[src/rtl/core/pidsc_pkg.sv]
// shared types and register map for the pid speed controller
`timescale 1ns / 1ps

package pidsc_pkg;

    localparam int PADDR_W = 5;
    localparam int PDATA_W = 32;
    localparam int IDX_W   = 3;

    // register index, byte address is 4 * index
    localparam logic [IDX_W-1:0] REG_KP         = 3'd0;
    localparam logic [IDX_W-1:0] REG_KI_DT      = 3'd1;
    localparam logic [IDX_W-1:0] REG_KD_PER_DT  = 3'd2;
    localparam logic [IDX_W-1:0] REG_SUM_LIMIT  = 3'd3;
    localparam logic [IDX_W-1:0] REG_DRIVE_MIN  = 3'd4;
    localparam logic [IDX_W-1:0] REG_DRIVE_MAX  = 3'd5;

    localparam int GAIN_W  = 32;
    localparam int LIMIT_W = 31;
    localparam int SPEED_W = 16;
    localparam int ERR_W   = 17;
    localparam int DIFF_W  = 18;
    localparam int SUM_W   = 32;
    localparam int DRIVE_W = 32;
    localparam int ACC_W   = 64;

    typedef struct packed {
        logic [GAIN_W-1:0]  kp;
        logic [GAIN_W-1:0]  ki_dt;
        logic [GAIN_W-1:0]  kd_per_dt;
        logic [LIMIT_W-1:0] error_sum_limit;
        logic [DRIVE_W-1:0] drive_min;
        logic [DRIVE_W-1:0] drive_max;
    } t_cfg;

endpackage

[src/rtl/core/pidsc_cfg_regs.sv]
// apb register file holding gains, integral clamp and output limits
`timescale 1ns / 1ps

module pidsc_cfg_regs (
    input  logic                          i_clk,
    input  logic                          i_rst_n,
    input  logic                          psel,
    input  logic                          penable,
    input  logic                          pwrite,
    input  logic [pidsc_pkg::PADDR_W-1:0] paddr,
    input  logic [pidsc_pkg::PDATA_W-1:0] pwdata,
    output logic [pidsc_pkg::PDATA_W-1:0] prdata,
    output logic                          pready,
    output pidsc_pkg::t_cfg               o_cfg
);

    pidsc_pkg::t_cfg                r_cfg;
    logic [pidsc_pkg::IDX_W-1:0]    w_idx;
    logic                           w_wr;

    assign pready = 1'b1;
    assign w_idx  = paddr[pidsc_pkg::PADDR_W-1:2];
    assign w_wr   = psel && penable && pwrite;

    always_ff @(posedge i_clk) begin
        if (!i_rst_n) begin
            r_cfg <= '0;
        end else if (w_wr) begin
            unique case (w_idx)
                pidsc_pkg::REG_KP:         r_cfg.kp <= pwdata;
                pidsc_pkg::REG_KI_DT:      r_cfg.ki_dt <= pwdata;
                pidsc_pkg::REG_KD_PER_DT:  r_cfg.kd_per_dt <= pwdata;
                pidsc_pkg::REG_SUM_LIMIT:  r_cfg.error_sum_limit <=
                                               pwdata[pidsc_pkg::LIMIT_W-1:0];
                pidsc_pkg::REG_DRIVE_MIN:  r_cfg.drive_min <= pwdata;
                pidsc_pkg::REG_DRIVE_MAX:  r_cfg.drive_max <= pwdata;
                default: ;
            endcase
        end
    end

    always_comb begin
        unique case (w_idx)
            pidsc_pkg::REG_KP:         prdata = r_cfg.kp;
            pidsc_pkg::REG_KI_DT:      prdata = r_cfg.ki_dt;
            pidsc_pkg::REG_KD_PER_DT:  prdata = r_cfg.kd_per_dt;
            pidsc_pkg::REG_SUM_LIMIT:  prdata = {1'b0, r_cfg.error_sum_limit};
            pidsc_pkg::REG_DRIVE_MIN:  prdata = r_cfg.drive_min;
            pidsc_pkg::REG_DRIVE_MAX:  prdata = r_cfg.drive_max;
            default:                   prdata = '0;
        endcase
    end

    assign o_cfg = r_cfg;

endmodule

[config.mk]
export PLATFORM = sky130hd
export DESIGN_NAME = pidsc_cfg_regs
export DESIGN_NICKNAME = d
export VERILOG_FILES = /design/src/rtl/core/pidsc_pkg.sv /design/src/rtl/core/pidsc_cfg_regs.sv
export SDC_FILE = /design/constraint.sdc
export NUM_CORES = 1
export LEC_CHECK = 0
export ABC_AREA = 1
export BUFFER_PORTS_ARGS = -buffer_cell sky130_fd_sc_hd__buf_2
export CORE_ASPECT_RATIO = 1.25
export CORE_UTILIZATION = 44
export CTS_CLUSTER_DIAMETER = 40
export CTS_CLUSTER_SIZE = 8
export DETAILED_ROUTE_END_ITERATION = 8
export PLACE_DENSITY = 0.69
export SLEW_MARGIN = 10
export SYNTH_ARGS = -nofsm -noshare
export SYNTH_HDL_FRONTEND = slang
export SYNTH_SLANG_ARGS = --single-unit
export TNS_END_PERCENT = 10
[constraint.sdc]
create_clock -name i_clk -period 2.8 [get_ports i_clk]
set_input_delay 0.28 -clock i_clk [delete_from_list [all_inputs] [get_ports i_clk]]
set_output_delay 0.28 -clock i_clk [all_outputs]
set_load 0.05 [all_outputs]
# Word-level counts from Yosys, hierarchy flattened

Index checks and enable logic that the tools add are counted.

Equal/unequal tests: 5
Mux-type cells: 1
Reductions and logical operators: 9

Operators with widths:

| cell               | number |
|---|---|
| $pmux 32 s6        | 1 |
| $reduce_and 2->1   | 6 |
| $eq 3x2->1 const B | 2 |
| $eq 3x3->1 const B | 2 |
| $eq 3x1->1 const B | 1 |
| $logic_not 3->1    | 1 |
| $logic_and 1x1->1  | 2 |

Register bits: 191
Bits of input ports: 42
Output and inout port bits: 224
Word-level logic and storage cells: 21

# Depth between registers and ports, before layout

Gate-level depths: netlist of the first run.

Word-level depth: 3
Mapped depth: 9
Gate-level depth less buffers: 7

# Worst setup path after synthesis of the first run

No wires, ideal clock.

Path type: input-to-output
Start point: input port paddr[2] (netlist bit)
End point: output port prdata[23] (netlist bit)
Arrival: 1.499 ns
Data required time: 2.520 ns
Setup slack: 1.021 ns
Cell stages on the path: 7
Buffers on the path: 3
Path through: buf_2 buf_2 clkbuf_1 nand4_1 nand2_1 nor2_1 nand2_1

Word-level cells in the longest chain between the ends: 2
Elaborated cells between the ends (all ways): 7
Those cells by class: 5 x eq/ne; 1 x mux; 1 x reduce/logical

RTL lines:

| what                                     | RTL line             | RTL |
|---|---|---|
| start, declared                          | pidsc_cfg_regs.sv:10 | `input logic [pidsc_pkg::PADDR_W-1:0] paddr,` |
| $eq 3x3->1, or another cell as far along | pidsc_cfg_regs.sv:43 | `unique case (w_idx)` |
| $pmux 32 s6 *                            | pidsc_cfg_regs.sv:43 |  |
| end, declared                            | pidsc_cfg_regs.sv:12 | `output logic [pidsc_pkg::PDATA_W-1:0] prdata,` |

Every way passes the cells marked *; elsewhere a longest branch is shown, timed or not.

# Worst setup path in the final report of the first run

Start point: input port paddr[3] (netlist bit)
End point: output port prdata[9] (netlist bit)

Same word-level chain as after synthesis.

==> impl_metrics.tcl, run 1 <==
set metrics [dict create \
    worstPathArrival_ps 1950 \
    row_count 59 \
    clkPwrFrac 0.403 \
    critPathMaxStageDelay_ps 460 \
    grt_max_degree 85 \
    setup_viol_count_final 0 \
    layout.nets 1776 \
    syn_avg_cell_area_um2 6.13 \
    vias 10400 \
    ys_seq_elements 191 \
    mostFrequentLayoutCells "484 x nor2_1, 380 x nand2_1, 261 x buf_2" \
    swShare 0.280 \
    leakagePower_nw 5.76 \
    start_util 0.451 \
    reg2reg_from "o_cfg[98]$_SDFFE_PN0P_" \
    insertion_delay_ps 430 \
    ff2ff_path_depth 2 \
    yosysSeqAreaShare 0.406 \
    wire_per_inst_um 16.4 \
    track_usage 0.300 \
    timing.rr.end "o_cfg[98]$_SDFFE_PN0P_" \
    cts_sinks 191 \
    p_int_mw 4.18 \
    timing.final.ws_setup_ps 575 \
    post_cts_buffers 0 \
    syn_area_um2 9410 \
    hold_path_class "input port to register" \
    synthCells 1535 \
    crit_path_top_delay_cell "nor2_4" \
    worst_setup_path_start_kind "input port" \
    rrSetupSlack_ps 2140 \
    synth_warnings 0 \
    first_iter_violations 840 \
    clockBufferDepth 2 \
    largest_register_ff_count 191 \
    syn_nets 1577 \
    hold_depth 5 \
    final.setup_skew_ps 0 \
    dp_hpwl_mm 21.6 \
    whs_endpoint "o_cfg[31]$_SDFFE_PN0P_" \
    synth.top_cell.area_share 0.406 \
    grt_overflow 0 \
    synth_cell_types 14 \
    ctsResizeCount 0 \
    maxCapViolations 0 \
    hold_start "pwdata[31]" \
    max-vdd-ir-drop_mv 0.444 \
    yosys-top-cells-area "dfxtp_1 41%, nor2_1 19%, nand2_1 15%" \
    sequentialPowerShare 0.479 \
    min_period_over_period 0.795 \
    firstDrtPassIters 6 \
    antenna_found_initial 2 \
    syn_to_final_growth_pct 22.5 \
    status "completed" \
    io_buffers 262 \
    clkTransAtPathRegs_ps 70 \
    path_cells "buf_2 -> inv_2 -> nand2_1 -> nor2_4 -> buf_4 -> nand2_1 -> nand2_1 -> inv_1 -> nand2_1 -> buf_2" \
    cts_buffers 17 \
    max_slew_margin 0.441 \
    rsz0062_at_grt "no" \
    ioPinCount 266 \
    final_antenna_net_count 0 \
    cts_hold_buf 0 \
    path_max_fanout 18 \
    finalMaxSlewViolations 0 \
    drc 0 \
    crit_top_cell "nand2_1" \
    layout-drive-gt1-share 0.195 \
    coreArea_um2 20900 \
    fmax_mhz 449 \
    htreeDepth 4 \
    clock-root-buffer "clkbuf_16" \
    finalHoldViolations 0 \
    path_class "input port to output port" \
    dp_slack_ps 532 \
    postRouteWirelength_mm 33.1 \
    powerDensity_nw_per_um2 503 \
    die_area_um2 22000 \
    cp-end-kind "output port" \
    grt_pass1_wl_mm 51.0 \
    die_h_um 166 \
    layout_min_cycle_time_ps 2230 \
    cts_tree "built" \
    yosys.area.top_type "dfxtp_1" \
    die_w_um 133 \
    switchingPower_mw 1.63 \
    power_frac_comb 0.118 \
    finalSetupTns_ps 0 \
    crit_required_ps 2520 \
    worst_pin_slew_ps 836 \
    layout_commonest_cell "nor2_1" \
    grt_pass1_vias 9340 \
    routabilityCongestion 0.908 \
    vias_per_cell 5.14 \
]
layer usage:
layer | GRT usage | vias up | part of all wire
li1 | - | 5183 | -
met1 | 0.366 | 4704 | 0.41
met2 | 0.517 | 433 | 0.49
met3 | 0.0516 | 70 | 0.073
met4 | 0.134 | 2 | 0.031
met5 | 0 | - | 0.00033
stage by stage:
step	cells	util	cell area (um^2)	hold slack, ps	total power, mW
finish	2021	0.552	11500	244	5.80
global route	2020	0.552	11500	255	6.00
CTS	2020	0.552	11500	234	5.83
detailed placement	1989	0.526	11000	489	3.52
global placement	1989	0.526	11000	483	3.52
floorplan	1535	-	9410	530	3.31
worst max-delay path: cells and delay by family:
kind | cells | cell delay, ps
buf+inv | 5 | 850
simple gates | 5 | 800
cells in the mapped netlist, drive strengths merged:
master    n
buf      74
clkbuf   42
conb      1
dfxtp   191
inv      92
nand2   381
nand3   165
nand4    94
nor2    495
power by group through the flow:
stage	sequential, mW	clock, mW	combinational, mW
2_1_floorplan	2.96	0	0.347
3_3_place_gp	2.84	0	0.676
3_5_place_dp	2.84	0	0.680
4_1_cts	2.78	2.37	0.681
5_1_grt	2.78	2.48	0.737
6_report	2.78	2.34	0.687
cell type report:
class | instances | area [um^2]
fillers | 2112 | 9360
multi-input cells | 1136 | 4800
flip-flops and latches | 191 | 3820
repair buffers | 296 | 1670
clock buffers | 22 | 464
inverters | 92 | 348
well taps | 274 | 343
clock inverters | 9 | 85.1
diodes | 1 | 2.50
kinds of logic after synthesis:
kind of cell,after synthesis,synth area share
simple gates,1135,0.502
buf+inv,208,0.0916
flops,191,0.406
other cells,1,0.000398
worst max-delay path by stage:
stage	startpoint	end	slack (ps)	depth (start not counted)
2_1_floorplan	paddr[2]	prdata[23]	1020	7
3_3_place_gp	paddr[3]	o_cfg[40]$_SDFFE_PN0P_	580	9
3_5_place_dp	paddr[3]	o_cfg[35]$_SDFFE_PN0P_	530	9
4_1_cts	paddr[3]	prdata[29]	590	9
5_1_grt	paddr[3]	prdata[2]	460	10
6_report	paddr[3]	prdata[9]	570	10
(Power assumes the default switching activity.)
==> run 2: changes to the inputs <==
Clock period 2.8 ns to 2.2 ns, I/O delays scaled along.
==> run 2 against run 1 <==
  * Clock power up 39%
  * Combinational power up 30%
  * Clock skew unchanged
  * First-iteration DRC count up 4.0%
  * Count of clock-buffer cells in the layout down 3
  * Non-clock buffer count up 16
  * Wire length down 0.24%
  * Utilization up 0.87 points
  * Power up 33%
  * Design area up 1.6%
  * Global-route usage down 0.12 points
  * Largest cell class unchanged
  * Highest routed layer unchanged
==> impl_metrics.tcl, run 2 (synthesized netlist as in run 1, its figures left out) <==
set metrics [dict create \
    ff2ff_path_depth 2 \
    layout_min_cycle_time_ps 1860 \
    worst_setup_path_start_kind "input port" \
    whs_ps 190 \
    fin_cells 2036 \
    path_max_fanout 52 \
    path_class "input port to output port" \
    first_iter_violations 874 \
    reg2reg_from "o_cfg[112]$_SDFFE_PN0P_" \
    cp.buffers_inverters 3 \
    power_frac_comb 0.116 \
    swShare 0.271 \
    hold_path_class "input port to register" \
    grt_overflow 0 \
    cts_tree "built" \
    wire_per_inst_um 16.2 \
    hold_start "pwdata[31]" \
    die_area_um2 22000 \
    final.setup_skew_ps 0 \
    crit_path_top_delay_cell "buf_4" \
    final_antenna_net_count 0 \
    firstDrtPassIters 5 \
    io_buffers 262 \
    clockBufferDepth 2 \
    switchingPower_mw 2.09 \
    max_slew_margin 0.604 \
    status "completed" \
    fmax_mhz 538 \
    drc 0 \
    finalHoldViolations 0 \
    cts_hold_buf 0 \
    grt_max_degree 68 \
    critPathMaxStageDelay_ps 520 \
    min_period_over_period 0.845 \
    powerDensity_nw_per_um2 657 \
    whs_endpoint "o_cfg[31]$_SDFFE_PN0P_" \
    antenna_found_initial 2 \
    sequentialPowerShare 0.460 \
    rrSetupSlack_ps 1560 \
    ctsResizeCount 0 \
    vias_per_cell 5.12 \
    p_int_mw 5.61 \
    clock-root-buffer "clkbuf_16" \
    grt_pass1_wl_mm 50.8 \
    crit_family "buffers and inverters" \
    row_count 59 \
    path_cells "buf_2 -> buf_4 -> nand4_1 -> nand2_1 -> nor2_1 -> nand2_1 -> buf_2" \
    leakagePower_nw 5.88 \
    insertion_delay_ps 430 \
    syn_to_final_growth_pct 24.5 \
    grt_pass1_vias 9542 \
    crit_required_ps 1980 \
    cts_buffers 17 \
    dp_hpwl_mm 22.1 \
    layout-drive-gt1-share 0.203 \
    cp-end-kind "output port" \
    largest_register_ff_count 191 \
    cts_sinks 191 \
    track_usage 0.299 \
    layout_commonest_cell "nor2_1" \
    layout.nets 1792 \
    worstPathArrival_ps 1640 \
    routabilityCongestion 0.891 \
    dp.cells 2005 \
    ioPinCount 266 \
    clkTransAtPathRegs_ps 70 \
    hold_depth 5 \
    vias 10400 \
    finalSetupTns_ps 0 \
    p_total_mw 7.70 \
    timing.rr.end "o_cfg[112]$_SDFFE_PN0P_" \
    finalMaxSlewViolations 0 \
    rsz0062_at_grt "no" \
    mostFrequentLayoutCells "484 x nor2_1, 380 x nand2_1, 261 x buf_2" \
    max-vdd-ir-drop_mv 0.536 \
    maxCapViolations 0 \
    htreeDepth 4 \
    setup_viol_count_final 0 \
    start_util 0.451 \
    worst_pin_slew_ps 594 \
    clkPwrFrac 0.424 \
    postRouteWirelength_mm 33.0 \
    coreArea_um2 20900 \
    post_cts_buffers 0 \
    die_w_um 133 \
    die_h_um 166 \
]
## run 2: changes by cell type in the layout (fill, tap and decap cells not counted), sizes merged
cell      before  now
clkinvlp       3    1
clkbuf        22   19
bufinv         1    4
buf          296  312
clkinv         3    4
## run 2: area by class of cell
type / count / area (um^2)
diodes: 1 / 2.50
clock buffers: 19 / 433
clock inverters: 11 / 165
fillers: 2093 / 9180
inverters: 92 / 348
multi-input cells: 1136 / 4800
flip-flops and latches: 191 / 3820
well taps: 274 / 343
repair buffers: 312 / 1810
## run 2: layer usage
layer / part of all wire / global-route usage
met5: 0.00039 / 0
met4: 0.028 / 0.124
met3: 0.077 / 0.0665
met2: 0.49 / 0.520
met1: 0.41 / 0.354
## run 2: worst max path at each step
| stage | from | end | cells past startpoint |
|---|---|---|---|
| floorplan | paddr[2] | prdata[23] | 7 |
| global placement | paddr[4] | o_cfg[24]$_SDFFE_PN0P_ | 8 |
| detailed placement | paddr[4] | o_cfg[4]$_SDFFE_PN0P_ | 8 |
| CTS | paddr[3] | prdata[28] | 9 |
| global route | paddr[4] | prdata[19] | 7 |
| finish | paddr[4] | prdata[23] | 7 |
## run 2: worst min-delay path: cells and delay by family
kind	cells	cell delay (ps)
buf+inv	2	160
simple gates	3	200
## run 2: power by group through the flow
stage | Clock [mW] | Sequential, mW | Combinational [mW]
finish | 3.26 | 3.54 | 0.894
CTS | 3.30 | 3.54 | 0.888
global route | 3.46 | 3.54 | 0.958
floorplan | 0 | 3.76 | 0.442
detailed placement | 0 | 3.62 | 0.887
global placement | 0 | 3.62 | 0.879
## run 2: through the flow
| stage | worst slack (ps) | instance area (um^2) | utilization |
|---|---|---|---|
| after floorplan | 541 | 9410 | - |
| after global routing | 241 | 11700 | 0.561 |
| final | 341 | 11700 | 0.561 |
| after global placement | 313 | 11100 | 0.532 |
| after detailed placement | 217 | 11100 | 0.532 |
| after CTS | 356 | 11700 | 0.561 |
==> run 3: changes to the inputs <==
Settings changed: PLACE_DENSITY 0.69 to 0.72.
Clock period 2.2 ns to 1.7 ns, I/O delays scaled along.
==> run 3 against run 2 <==
  * Cell count up 0.49%
  * Sequential cell count unchanged
  * Count of clock-buffer cells in the layout up 6
==> impl_metrics.tcl, run 3 (synthesized netlist as in run 1, its figures left out) <==
set metrics [dict create \
    status "completed" \
    rsz0062_at_grt "no" \
    worstPathArrival_ps 1470 \
    dp.cells 2012 \
    whs_ps 117 \
    min_period_over_period 0.962 \
    path_class "register to output port" \
    row_count 59 \
    antenna_found_initial 2 \
    grt_max_degree 57 \
    postRouteWirelength_mm 32.7 \
    postPlaceCellArea_um2 11300 \
    wire_per_inst_um 16.0 \
    max-vdd-ir-drop_mv 0.708 \
    grt_pass1_wl_mm 50.2 \
    clock-root-buffer "clkbuf_16" \
    critPathMaxStageDelay_ps 410 \
    htreeDepth 4 \
    crit_top_cell "nand2_1" \
    first_iter_violations 875 \
    finalHoldViolations 0 \
    cp-end-kind "output port" \
    leakagePower_nw 5.92 \
    crit_required_ps 1530 \
    grt-busiest-layer "met2" \
    clkTransAtPathRegs_ps 70 \
    layout-drive-gt1-share 0.206 \
    critPathLaunch "o_cfg[24]$_SDFFE_PN0P_" \
    path_cells "nand4_1 -> nand2_1 -> nor2_1 -> nand2_1 -> buf_2" \
    mostFrequentLayoutCells "484 x nor2_1, 381 x nand2_1, 258 x buf_2" \
    start_util 0.451 \
    maxCapViolations 0 \
    die_area_um2 22000 \
    use_met3 0.0647 \
    path_max_fanout 3 \
    cts_tree "built" \
    ctsResizeCount 0 \
    crit_path_top_delay_cell "dfxtp_1" \
    final_antenna_net_count 0 \
    firstDrtPassIters 5 \
    die_w_um 133 \
    ioPinCount 266 \
    cts_buffers 17 \
    layout_min_cycle_time_ps 1640 \
    io_buffers 262 \
    fmax_mhz 612 \
    rrSetupSlack_ps 1070 \
    fin_cells 2046 \
    cp.buffers_inverters 1 \
    grtUsageMet2 0.502 \
    largest_register_ff_count 191 \
    powerDensity_nw_per_um2 812 \
    track_usage 0.294 \
    ff2ff_path_depth 2 \
    grt_overflow 0 \
    final.setup_skew_ps 0 \
    hold_start "pwdata[31]" \
    crit_family "flip-flops" \
    insertion_delay_ps 430 \
    hold_depth 5 \
    layout.nets 1799 \
    dp_hpwl_mm 22.2 \
    vias_per_cell 5.18 \
    layout_commonest_cell "nor2_1" \
    reg2reg_from "o_cfg[45]$_SDFFE_PN0P_" \
    grt_pass1_vias 9328 \
    syn_to_final_growth_pct 25.9 \
    finalSetupTns_ps 0 \
    final_area_um2 11800 \
    cts_sinks 191 \
    grt_util_met1 0.355 \
    setup_viol_count_final 0 \
    finalMaxSlewViolations 0 \
    coreArea_um2 20900 \
    drc 0 \
    hold_path_class "input port to register" \
    timing.rr.end "o_cfg[45]$_SDFFE_PN0P_" \
    routabilityCongestion 0.884 \
    worst_setup_path_start_kind "register" \
    vias 10600 \
    die_h_um 166 \
    post_cts_buffers 0 \
    clockBufferDepth 2 \
    cts_hold_buf 0 \
    whs_endpoint "o_cfg[31]$_SDFFE_PN0P_" \
]
## run 3: cell count changes in the layout (fill, tap and decap cells not counted), sizes merged
cell | before | now
diode | 1 | 2
bufinv | 4 | 0
clkbuf | 19 | 28
inv | 94 | 93
clkinvlp | 1 | 2
buf | 312 | 316
## run 3: per-layer routing
layer / vias up / share of wire
met5: - / 0
li1: 5238 / -
met1: 4795 / 0.41
met2: 489 / 0.48
met4: 0 / 0.032
met3: 69 / 0.079
## run 3: worst register-to-register path, cell delays in order, from the launching register on
cell and delay (ps):
dfxtp_1 390, nor2_1 70, nor2_1 110
## run 3: cell type report
class                           count  area, um^2
Clock inverter                      7        51.3
Timing Repair Buffer              319        1980
Clock buffer                       25         505
Tap cell                          274         343
Fill cell                        2067        9040
Antenna cell                        2        5.00
Sequential cell                   191        3820
Inverter                           92         348
Multi-Input combinational cell   1136        4790
## run 3: how the worst max path moves through the flow
stage | to | slack [ps] | cells past startpoint
6_report | prdata[24] | 60 | 5
5_1_grt | prdata[24] | 3 | 5
4_1_cts | prdata[24] | 90 | 5
3_5_place_dp | o_cfg[64]$_SDFFE_PN0P_ | 80 | 8
3_3_place_gp | o_cfg[71]$_SDFFE_PN0P_ | 120 | 8
2_1_floorplan | prdata[23] | 140 | 7
## run 3: metrics by stage
stage               setup WS [ps]   util  power, mW
detailed placement           84.6  0.540       5.85
global route                 2.51  0.567       9.92
global placement              116  0.540       5.84
floorplan                     141      -       5.44
CTS                          85.7  0.567       9.62
finish                       65.0  0.567       9.61
## run 3: report_power, final
part / internal [mW] / switching, mW
Clock: 2.08 / 1.78
Sequential: 4.53 / 0.0483
Combinational: 0.305 / 0.879
